==> src/rtl/lvn_pkg.sv <==
// ----------------------------------------------------------------------------
// lvn_pkg
// shared constants and types for the l2 vector normalizer
// ----------------------------------------------------------------------------
package lvn_pkg;

  localparam int SAMPLE_W  = 16;
  localparam int DEPTH     = 64;
  localparam int ADDR_W    = (DEPTH > 1) ? $clog2(DEPTH) : 1;
  localparam int CNT_W     = $clog2(DEPTH + 1);
  // each square is below 2^(2*(SAMPLE_W-1)) + 1, summed over DEPTH entries
  localparam int SUM_W     = 2 * (SAMPLE_W - 1) + $clog2(DEPTH) + 1;
  localparam int ROOT_W    = (SUM_W + 1) / 2;
  localparam int FRAC_OUT  = 14;
  localparam int QUOT_W    = FRAC_OUT + 1;
  localparam int OUT_W     = 16;

  // status of a serial arithmetic unit
  typedef struct packed {
    logic busy;
    logic done;
  } lvn_stat_t;

endpackage

==> src/rtl/lvn_sqrt.sv <==
// ----------------------------------------------------------------------------
// lvn_sqrt
// digit-serial integer square root, two radicand bits per cycle
// ----------------------------------------------------------------------------
module lvn_sqrt (
  input  logic                          clk,
  input  logic                          rst_n,
  input  logic                          start,
  input  logic [lvn_pkg::SUM_W-1:0]     radicand,
  output logic [lvn_pkg::ROOT_W-1:0]    root,
  output lvn_pkg::lvn_stat_t            stat
);
  import lvn_pkg::*;

  localparam int RAD_W  = 2 * ROOT_W;
  localparam int REM_W  = ROOT_W + 3;
  localparam int STEP_W = $clog2(ROOT_W + 1);

  logic [RAD_W-1:0]  rad_r,  rad_nxt;
  logic [REM_W-1:0]  rem_r,  rem_nxt;
  logic [ROOT_W-1:0] root_r, root_nxt;
  logic [STEP_W-1:0] cnt_r,  cnt_nxt;
  logic              done_r, done_nxt;

  logic [REM_W-1:0]  rem_sh;
  logic [REM_W-1:0]  trial;
  logic              ge;

  always_comb begin
    rem_sh   = {rem_r[REM_W-3:0], rad_r[RAD_W-1 -: 2]};
    trial    = REM_W'({root_r, 2'b01});
    ge       = (rem_sh >= trial);
    rad_nxt  = rad_r;
    rem_nxt  = rem_r;
    root_nxt = root_r;
    cnt_nxt  = cnt_r;
    done_nxt = 1'b0;
    if (start) begin
      rad_nxt  = RAD_W'(radicand);
      rem_nxt  = '0;
      root_nxt = '0;
      cnt_nxt  = STEP_W'(ROOT_W);
    end else if (cnt_r != '0) begin
      rad_nxt  = {rad_r[RAD_W-3:0], 2'b00};
      rem_nxt  = ge ? (rem_sh - trial) : rem_sh;
      root_nxt = {root_r[ROOT_W-2:0], ge};
      cnt_nxt  = cnt_r - STEP_W'(1);
      done_nxt = (cnt_r == STEP_W'(1));
    end
  end

  always_ff @(posedge clk) begin
    if (!rst_n) begin
      cnt_r  <= '0;
      done_r <= 1'b0;
    end else begin
      cnt_r  <= cnt_nxt;
      done_r <= done_nxt;
    end
    rad_r  <= rad_nxt;
    rem_r  <= rem_nxt;
    root_r <= root_nxt;
  end

  assign root      = root_r;
  assign stat.busy = (cnt_r != '0);
  assign stat.done = done_r;

endmodule

==> src/rtl/lvn_div.sv <==
// ----------------------------------------------------------------------------
// lvn_div
// bit-serial restoring divider, magnitude * 2^FRAC_OUT over the norm
// ----------------------------------------------------------------------------
module lvn_div (
  input  logic                          clk,
  input  logic                          rst_n,
  input  logic                          start,
  input  logic [lvn_pkg::SAMPLE_W-1:0]  mag,
  input  logic [lvn_pkg::ROOT_W-1:0]    divisor,
  output logic [lvn_pkg::QUOT_W-1:0]    quot,
  output lvn_pkg::lvn_stat_t            stat
);
  import lvn_pkg::*;

  localparam int REM_W  = ROOT_W + 1;
  localparam int STEP_W = $clog2(QUOT_W + 1);

  logic [REM_W-1:0]  rem_r,   rem_nxt;
  logic [QUOT_W-1:0] quot_r,  quot_nxt;
  logic [STEP_W-1:0] cnt_r,   cnt_nxt;
  logic              first_r, first_nxt;
  logic              done_r,  done_nxt;

  logic [REM_W-1:0]  cur;
  logic [REM_W-1:0]  dvs;
  logic              ge;

  // the magnitude never exceeds the norm, so the top quotient bit
  // is taken before any shift
  always_comb begin
    cur       = first_r ? rem_r : {rem_r[REM_W-2:0], 1'b0};
    dvs       = REM_W'(divisor);
    ge        = (cur >= dvs);
    rem_nxt   = rem_r;
    quot_nxt  = quot_r;
    cnt_nxt   = cnt_r;
    first_nxt = first_r;
    done_nxt  = 1'b0;
    if (start) begin
      rem_nxt   = REM_W'(mag);
      quot_nxt  = '0;
      cnt_nxt   = STEP_W'(QUOT_W);
      first_nxt = 1'b1;
    end else if (cnt_r != '0) begin
      rem_nxt   = ge ? (cur - dvs) : cur;
      quot_nxt  = {quot_r[QUOT_W-2:0], ge};
      cnt_nxt   = cnt_r - STEP_W'(1);
      first_nxt = 1'b0;
      done_nxt  = (cnt_r == STEP_W'(1));
    end
  end

  always_ff @(posedge clk) begin
    if (!rst_n) begin
      cnt_r  <= '0;
      done_r <= 1'b0;
    end else begin
      cnt_r  <= cnt_nxt;
      done_r <= done_nxt;
    end
    rem_r   <= rem_nxt;
    quot_r  <= quot_nxt;
    first_r <= first_nxt;
  end

  assign quot      = quot_r;
  assign stat.busy = (cnt_r != '0);
  assign stat.done = done_r;

endmodule

==> src/rtl/l2_vector_normalize.sv <==
// ----------------------------------------------------------------------------
// l2_vector_normalize
// sequence: a stored element is accepted, then squared by shift-add one magnitude
//   bit per step up to its highest one, and a last step closes the square;
//   a dropped element is only accepted. After the final element the square root
//   runs, then the bit-serial divider gives the results one by one
// reset: synchronous active-low rst_n empties the store and clears the sum
// ----------------------------------------------------------------------------
module l2_vector_normalize (
  input  logic                                 clk,
  input  logic                                 rst_n,
  input  logic                                 in_valid,
  output logic                                 in_ready,
  input  logic signed [lvn_pkg::SAMPLE_W-1:0]  in_element,
  input  logic                                 in_is_final,
  output logic                                 out_valid,
  input  logic                                 out_ready,
  output logic signed [lvn_pkg::OUT_W-1:0]     out_unit_value,
  output logic                                 out_end_of_vector
);
  import lvn_pkg::*;

  typedef enum logic [2:0] {
    ST_LOAD,       // waiting for an element transfer
    ST_SQUARE,     // shift-add squaring into the running sum
    ST_ROOT_GO,    // kick off the square root
    ST_ROOT_WAIT,
    ST_READ,       // fetch the next stored element
    ST_DIV_GO,     // kick off the division
    ST_DIV_WAIT,
    ST_EMIT        // hand the quotient to the output register
  } state_t;

  state_t               state_r,     state_nxt;
  logic [CNT_W-1:0]     count_r,     count_nxt;
  logic [SUM_W-1:0]     sum_r,       sum_nxt;
  logic [SUM_W-1:0]     mcand_r,     mcand_nxt;
  logic [SAMPLE_W-1:0]  mplier_r,    mplier_nxt;
  logic                 final_r,     final_nxt;
  logic [ADDR_W-1:0]    rd_idx_r,    rd_idx_nxt;
  logic                 neg_r,       neg_nxt;
  logic                 out_valid_r, out_valid_nxt;
  logic [OUT_W-1:0]     out_val_r,   out_val_nxt;
  logic                 out_end_r,   out_end_nxt;

  // element store
  logic [SAMPLE_W-1:0]  mem [DEPTH];
  logic [SAMPLE_W-1:0]  rd_data_r;
  logic                 wr_en;

  logic                 in_xfer;
  logic                 full;
  logic                 last;
  logic [SAMPLE_W-1:0]  in_mag;
  logic [SAMPLE_W-1:0]  rd_mag;
  logic [OUT_W-1:0]     q_ext;

  logic [ROOT_W-1:0]    root;
  logic [QUOT_W-1:0]    quot;
  lvn_stat_t            sqrt_stat;
  lvn_stat_t            div_stat;

  // square root of the sum of squares, held until the next vector
  lvn_sqrt u_sqrt (
    .clk      (clk),
    .rst_n    (rst_n),
    .start    (state_r == ST_ROOT_GO),
    .radicand (sum_r),
    .root     (root),
    .stat     (sqrt_stat)
  );

  // one quotient per stored element
  lvn_div u_div (
    .clk     (clk),
    .rst_n   (rst_n),
    .start   (state_r == ST_DIV_GO),
    .mag     (rd_mag),
    .divisor (root),
    .quot    (quot),
    .stat    (div_stat)
  );

  assign in_ready = (state_r == ST_LOAD);
  assign in_xfer  = in_valid && in_ready;
  assign full     = (count_r == CNT_W'(DEPTH));
  assign last     = ((CNT_W'(rd_idx_r) + CNT_W'(1)) == count_r);

  // two's complement magnitudes; the most negative sample maps to 2^(w-1)
  assign in_mag = in_element[SAMPLE_W-1] ? (~in_element + SAMPLE_W'(1)) : in_element;
  assign rd_mag = rd_data_r[SAMPLE_W-1] ? (~rd_data_r + SAMPLE_W'(1)) : rd_data_r;
  assign q_ext  = OUT_W'(quot);
  assign wr_en  = in_xfer && !full;

  always_comb begin
    state_nxt     = state_r;
    count_nxt     = count_r;
    sum_nxt       = sum_r;
    mcand_nxt     = mcand_r;
    mplier_nxt    = mplier_r;
    final_nxt     = final_r;
    rd_idx_nxt    = rd_idx_r;
    neg_nxt       = neg_r;
    out_valid_nxt = out_valid_r;
    out_val_nxt   = out_val_r;
    out_end_nxt   = out_end_r;

    // output register drains independently of the sequencer
    if (out_valid_r && out_ready) begin
      out_valid_nxt = 1'b0;
    end

    case (state_r)
      ST_LOAD: begin
        if (in_xfer) begin
          final_nxt = in_is_final;
          if (!full) begin
            count_nxt  = count_r + CNT_W'(1);
            mcand_nxt  = SUM_W'(in_mag);
            mplier_nxt = in_mag;
            state_nxt  = ST_SQUARE;
          end else if (in_is_final) begin
            // dropped element still closes the vector
            state_nxt = ST_ROOT_GO;
          end
        end
      end
      ST_SQUARE: begin
        if (mplier_r == '0) begin
          state_nxt = final_r ? ST_ROOT_GO : ST_LOAD;
        end else begin
          sum_nxt    = sum_r + (mplier_r[0] ? mcand_r : '0);
          mcand_nxt  = {mcand_r[SUM_W-2:0], 1'b0};
          mplier_nxt = {1'b0, mplier_r[SAMPLE_W-1:1]};
        end
      end
      ST_ROOT_GO: begin
        rd_idx_nxt = '0;
        state_nxt  = ST_ROOT_WAIT;
      end
      ST_ROOT_WAIT: begin
        if (sqrt_stat.done) begin
          state_nxt = ST_READ;
        end
      end
      ST_READ: begin
        state_nxt = ST_DIV_GO;
      end
      ST_DIV_GO: begin
        neg_nxt   = rd_data_r[SAMPLE_W-1];
        state_nxt = ST_DIV_WAIT;
      end
      ST_DIV_WAIT: begin
        if (div_stat.done) begin
          state_nxt = ST_EMIT;
        end
      end
      ST_EMIT: begin
        if (!out_valid_r || out_ready) begin
          out_valid_nxt = 1'b1;
          // zero norm means an all-zero vector: every result is zero
          if (root == '0) begin
            out_val_nxt = '0;
          end else begin
            out_val_nxt = neg_r ? (~q_ext + OUT_W'(1)) : q_ext;
          end
          out_end_nxt = last;
          if (last) begin
            count_nxt = '0;
            sum_nxt   = '0;
            state_nxt = ST_LOAD;
          end else begin
            rd_idx_nxt = rd_idx_r + ADDR_W'(1);
            state_nxt  = ST_READ;
          end
        end
      end
      default: begin
        state_nxt = ST_LOAD;
      end
    endcase
  end

  always_ff @(posedge clk) begin
    if (!rst_n) begin
      state_r     <= ST_LOAD;
      count_r     <= '0;
      sum_r       <= '0;
      out_valid_r <= 1'b0;
    end else begin
      state_r     <= state_nxt;
      count_r     <= count_nxt;
      sum_r       <= sum_nxt;
      out_valid_r <= out_valid_nxt;
    end
    mcand_r   <= mcand_nxt;
    mplier_r  <= mplier_nxt;
    final_r   <= final_nxt;
    rd_idx_r  <= rd_idx_nxt;
    neg_r     <= neg_nxt;
    out_val_r <= out_val_nxt;
    out_end_r <= out_end_nxt;
  end

  // store port: write on a transfer while not full, registered read for the burst
  always_ff @(posedge clk) begin
    if (wr_en) begin
      mem[count_r[ADDR_W-1:0]] <= in_element;
    end
    if (state_r == ST_READ) begin
      rd_data_r <= mem[rd_idx_r];
    end
  end

  assign out_valid         = out_valid_r;
  assign out_unit_value    = out_val_r;
  assign out_end_of_vector = out_end_r;

endmodule

==> config.mk <==
export PLATFORM = sky130hd
export DESIGN_NAME = l2_vector_normalize
export DESIGN_NICKNAME = d
export VERILOG_FILES = /design/src/rtl/lvn_pkg.sv /design/src/rtl/lvn_sqrt.sv /design/src/rtl/lvn_div.sv /design/src/rtl/l2_vector_normalize.sv
export SDC_FILE = /design/constraint.sdc
export NUM_CORES = 2
export LEC_CHECK = 0
export BUFFER_PORTS_ARGS = -buffer_cell sky130_fd_sc_hd__clkbuf_2
export CORE_MARGIN = 2
export CORE_UTILIZATION = 45
export CTS_CLUSTER_DIAMETER = 50
export CTS_CLUSTER_SIZE = 16
export DETAILED_ROUTE_END_ITERATION = 12
export GPL_ROUTABILITY_DRIVEN = 0
export GPL_TIMING_DRIVEN = 0
export PLACE_DENSITY_LB_ADDON = 0.15
export SLEW_MARGIN = 40
export SYNTH_ARGS = -nofsm -noshare
export SYNTH_HDL_FRONTEND = slang
export SYNTH_SLANG_ARGS = --single-unit
==> constraint.sdc <==
create_clock -name clk -period 12.17 [get_ports clk]
set_clock_uncertainty 0.2 [all_clocks]
set_input_delay 0.6085 -clock clk [delete_from_list [all_inputs] [get_ports clk]]
set_output_delay 0.6085 -clock clk [all_outputs]
set_load 0.01 [all_outputs]
==> results.md <==
* Final setup violation count at 0
* Yosys Warn Count at 0
* H-tree depth at 4
* Clock power frac at 31.7%
* FMAX at 215 MHz
* LEAKAGE at between 0.02 and 0.025 uW
* Share of cells above drive strength 1 at 21.9%
* Crit path top cell by count: clkbuf_1
* Synthesized cell area at 0.0550 mm^2
* Asr flop ratio synth at 0%
* Slew HR at a little over two fifths
* Placed instance count at 4994
* Gr usage total at 21.6%
* GR Overflow Total at 0
* Core area at 0.122 mm^2
* I/O Buffers at 38
* Sinks on Clock Net at about 1300
* RSZ-0062 raised after global routing: no
* CP max stage delay at 0.47 ns
* Fillers at a little under 10000
* #FFs+latches synth at between 1000 and 1500
* Distinct cells, synth at 75
* Maxcap violations at 0
* Status: complete, no violations
* Post-synthesis cell count at 3310
* Net Count, Synth at roughly 3400
* Post-CTS Resized at 0
* Latest clock arrival within the worst-skew pair at 0.76 ns
* Largest fanout on the critical path at 10
* Req. time, crit path at about 13 ns
* IO Pins at 40
* Crit share post-route at 38.2%
* Max VDD drop at 0.214 mV
* Sequential Area at 0.0375 mm^2
* Initial DRT Pass Iterations at 8
* Finished Layout Cells at 5232
* Arrival @ worst endpoint at 5.06 ns
* Final hold violations at 0
* Via Count at 30200
* Detailed placement HPWL at around 93000 um
* Area occupied by multi-input gates at 0.0170 mm^2
* Crit. End Element: register
* DRC violations left at 0
* Overall power at 13100 uW
* Worst hold path type: input pin to register
* Combinational group share of total power at around a quarter
* Setup TNS Final at 0 ns
* Slew Viols, Final at 0
* CTS root buf: clkbuf_16
* Slowest-stage cell, CP: clkbuf_1
* Post-synth EDFFs at 1171
* Post-DR wirelength/cell at 25.6 um
* Post-layout util at 51.6%
* Fin nets at 3618
* Switching power at 4070 uW
* Power per cell area at 209 mW/mm^2
* Critical path class: register to register
* Switching share of power at a little under a third
* CP bufs+invs at 3
* CTS clk-pin slew, worst paths at 0.07 ns
* Internal at 9030 uW
* Pre-CTS setup slack at 7.49 ns
* Pin count of the biggest net entering global routing at 74
* Final min period at 4.65 ns
* 1st-iter DRT viols at approximately 2900
* CTS Buffer Depth at 3
* Slew @ Worst Pin at 0.852 ns
* CTS tree: yes
* Setup ws final at between 7 and 8 ns
* Worst path cell trace: clkbuf_1 > clkbuf_1 > and2_1 > ha_1 > inv_1 > fa_1 > nand2b_1 > a211oi_2 > o21ai_1 > a2111oi_2 > o211ai_1 > a31oi_1 > xor2_1 > nor3_1 > a221o_1
* Mapped Avg Cell Area at 16.6 um^2
* Die height at 354 um
* Via density at a little under 6
* Final wirelength at 134000 um
* Initial antenna violation count at 4
* Sequential power share at 42.6%
* CP Launch Type: register
* Num CTS Buffers at 132
* Chip width at between 300 and 400 um
* First-pass GRT wire length at 201000 um
* Row cnt at 128
* Main synth FF type: edfxtp_1
* Number of global-route vias before repair at 30900
* CP top delay family: compound AO/OA/AOI/OAI gates
* Register area share after synthesis at 68.3%
* Final ANT Viol Nets at 0
* Initial Utilization at between 40 and 50%
* Die area at 0.125 mm^2
* P&R area growth vs syn at 14.0%
==> cells in the final DEF (no fill, tap or decap), drive strengths merged, types with 14 or more instances in the layout <==
cell and n:
nand4 14, mux2i 27, mux4 336, inv 88, a31oi 18, xnor2 57
clkbuf 288, nor2 182, dfxtp 119, ha 87, nor3 25, buf 91
clkinv 37, and3 14, or3 14, mux2 20, a21o 30, a211oi 25
edfxtp 1171, nor4 15, nand3 49, nand2 314, o21ai 98, o21a 36
xor2 54, o31ai 16, and2 67, nand2b 16, a21oi 155, nor2b 17
==> power groups by stage <==
stage                     Sequential [uW]  Clock [uW]  Combinational, uW
after floorplan                      5590           0               2420
final                                5580        4160               3360
after global placement               5680           0               3190
after detailed placement             5670           0               3330
after CTS                            5580        4240               3350
after global routing                 5620        4390               3720
==> routing by layer <==
metal | up-vias | GRT usage (%) | routed length (um)
li1 | 13500 | - | -
met1 | 15700 | 29.0 | 56000
met2 | 872 | 36.7 | 67500
met3 | 205 | 3.17 | 7070
met4 | 0 | 6.57 | 3530
met5 | - | 0 | 0
==> cell families after synthesis <==
logic type               share of synthesized area (%)
flip-flops                                        68.3
XOR/XNOR                                          1.81
AND/OR/NAND/NOR                                   6.21
buffers and inverters                             1.81
multiplexers                                      14.7
adder cells (fa/ha/maj)                           2.05
AO/OA/AOI/OAI                                     5.13
==> per-stage QoR <==
stage / hold WS (ns) / area [um^2]
4_1_cts: 0.0217 / 62600
2_1_floorplan: 0.245 / 55000
3_5_place_dp: 0.270 / 58100
6_report: 0.0789 / 62700
3_3_place_gp: 0.257 / 57200
5_1_grt: 0.0619 / 62700
==> sequential cells by signal, summed over array words and instances (netlist names), 19 cells and up <==
signal / cells
mem: 1024
u_sqrt.rem_r: 20
sum_r: 37
u_sqrt.rad_r: 38
mcand_r: 37
u_div.rem_r: 20
u_sqrt.root: 19
==> synthesized netlist by cell type, types with 15 or more instances <==
| cell | count | share of area, % |
|---|---|---|
| edfxtp_1 | 1171 | 64 |
| mux4_2 | 336 | 14 |
| nand2_1 | 313 | 2.1 |
| nor2_1 | 181 | 1.2 |
| a21oi_1 | 154 | 1.4 |
| dfxtp_1 | 119 | 4.3 |
| clkbuf_1 | 104 | 0.71 |
| o21ai_0 | 94 | 0.86 |
| ha_1 | 87 | 2.0 |
| and2_1 | 67 | 0.76 |
| inv_1 | 66 | 0.45 |
| xnor2_1 | 57 | 0.91 |
| xor2_1 | 54 | 0.86 |
| nand3_1 | 49 | 0.45 |
| o21a_1 | 35 | 0.48 |
| a21o_1 | 30 | 0.41 |
| mux2i_1 | 27 | 0.49 |
| buf_1 | 25 | 0.17 |
| nor3_1 | 24 | 0.22 |
| a211oi_1 | 21 | 0.29 |
| buf_2 | 19 | 0.17 |
| a31oi_1 | 18 | 0.20 |
| mux2_2 | 18 | 0.37 |
| nor2b_1 | 17 | 0.19 |
| nand2b_1 | 16 | 0.18 |
| o31ai_1 | 16 | 0.22 |
| nor4_1 | 15 | 0.17 |
==> worst paths after layout <==
kind,depth (start not counted),from,end,slack [ns]
setup / recovery,15,mplier_r[0],sum_r[36],7.52
hold / removal,1,in_element[13],mem[20][13],0.08
setup reg to reg,15,mplier_r[0],sum_r[36],7.52
hold reg to reg,2,u_sqrt.root[18],u_sqrt.root[18],0.28
==> worst reg2reg max path, delay by kind of cell, from the launching register on <==
family	cells	cell delay [ns]
AOI/OAI and AO/OA	6	1.67
xor gates and xnor gates	1	0.24
adders and majority gates	2	0.64
buffers and inverters	3	0.92
DFF	1	0.35
and+or+nand+nor	3	0.50
==> final cells by class <==
type,count,share of cell area (%)
diodes,4,0.0160
plain buffers,167,1.23
clock buffers,149,5.69
clock inverters,80,1.48
inverters,67,0.403
multi-input cells,1786,27.1
flip-flops and latches,1290,59.9
well taps,1625,3.24
repair buffers,64,0.966
==> repair_timing <==
item	CTS	global route
setup buffers	0	0
hold buffers	1	0
hold endpoints to repair	1	0
Note: power is estimated with default switching activity, not from simulation.
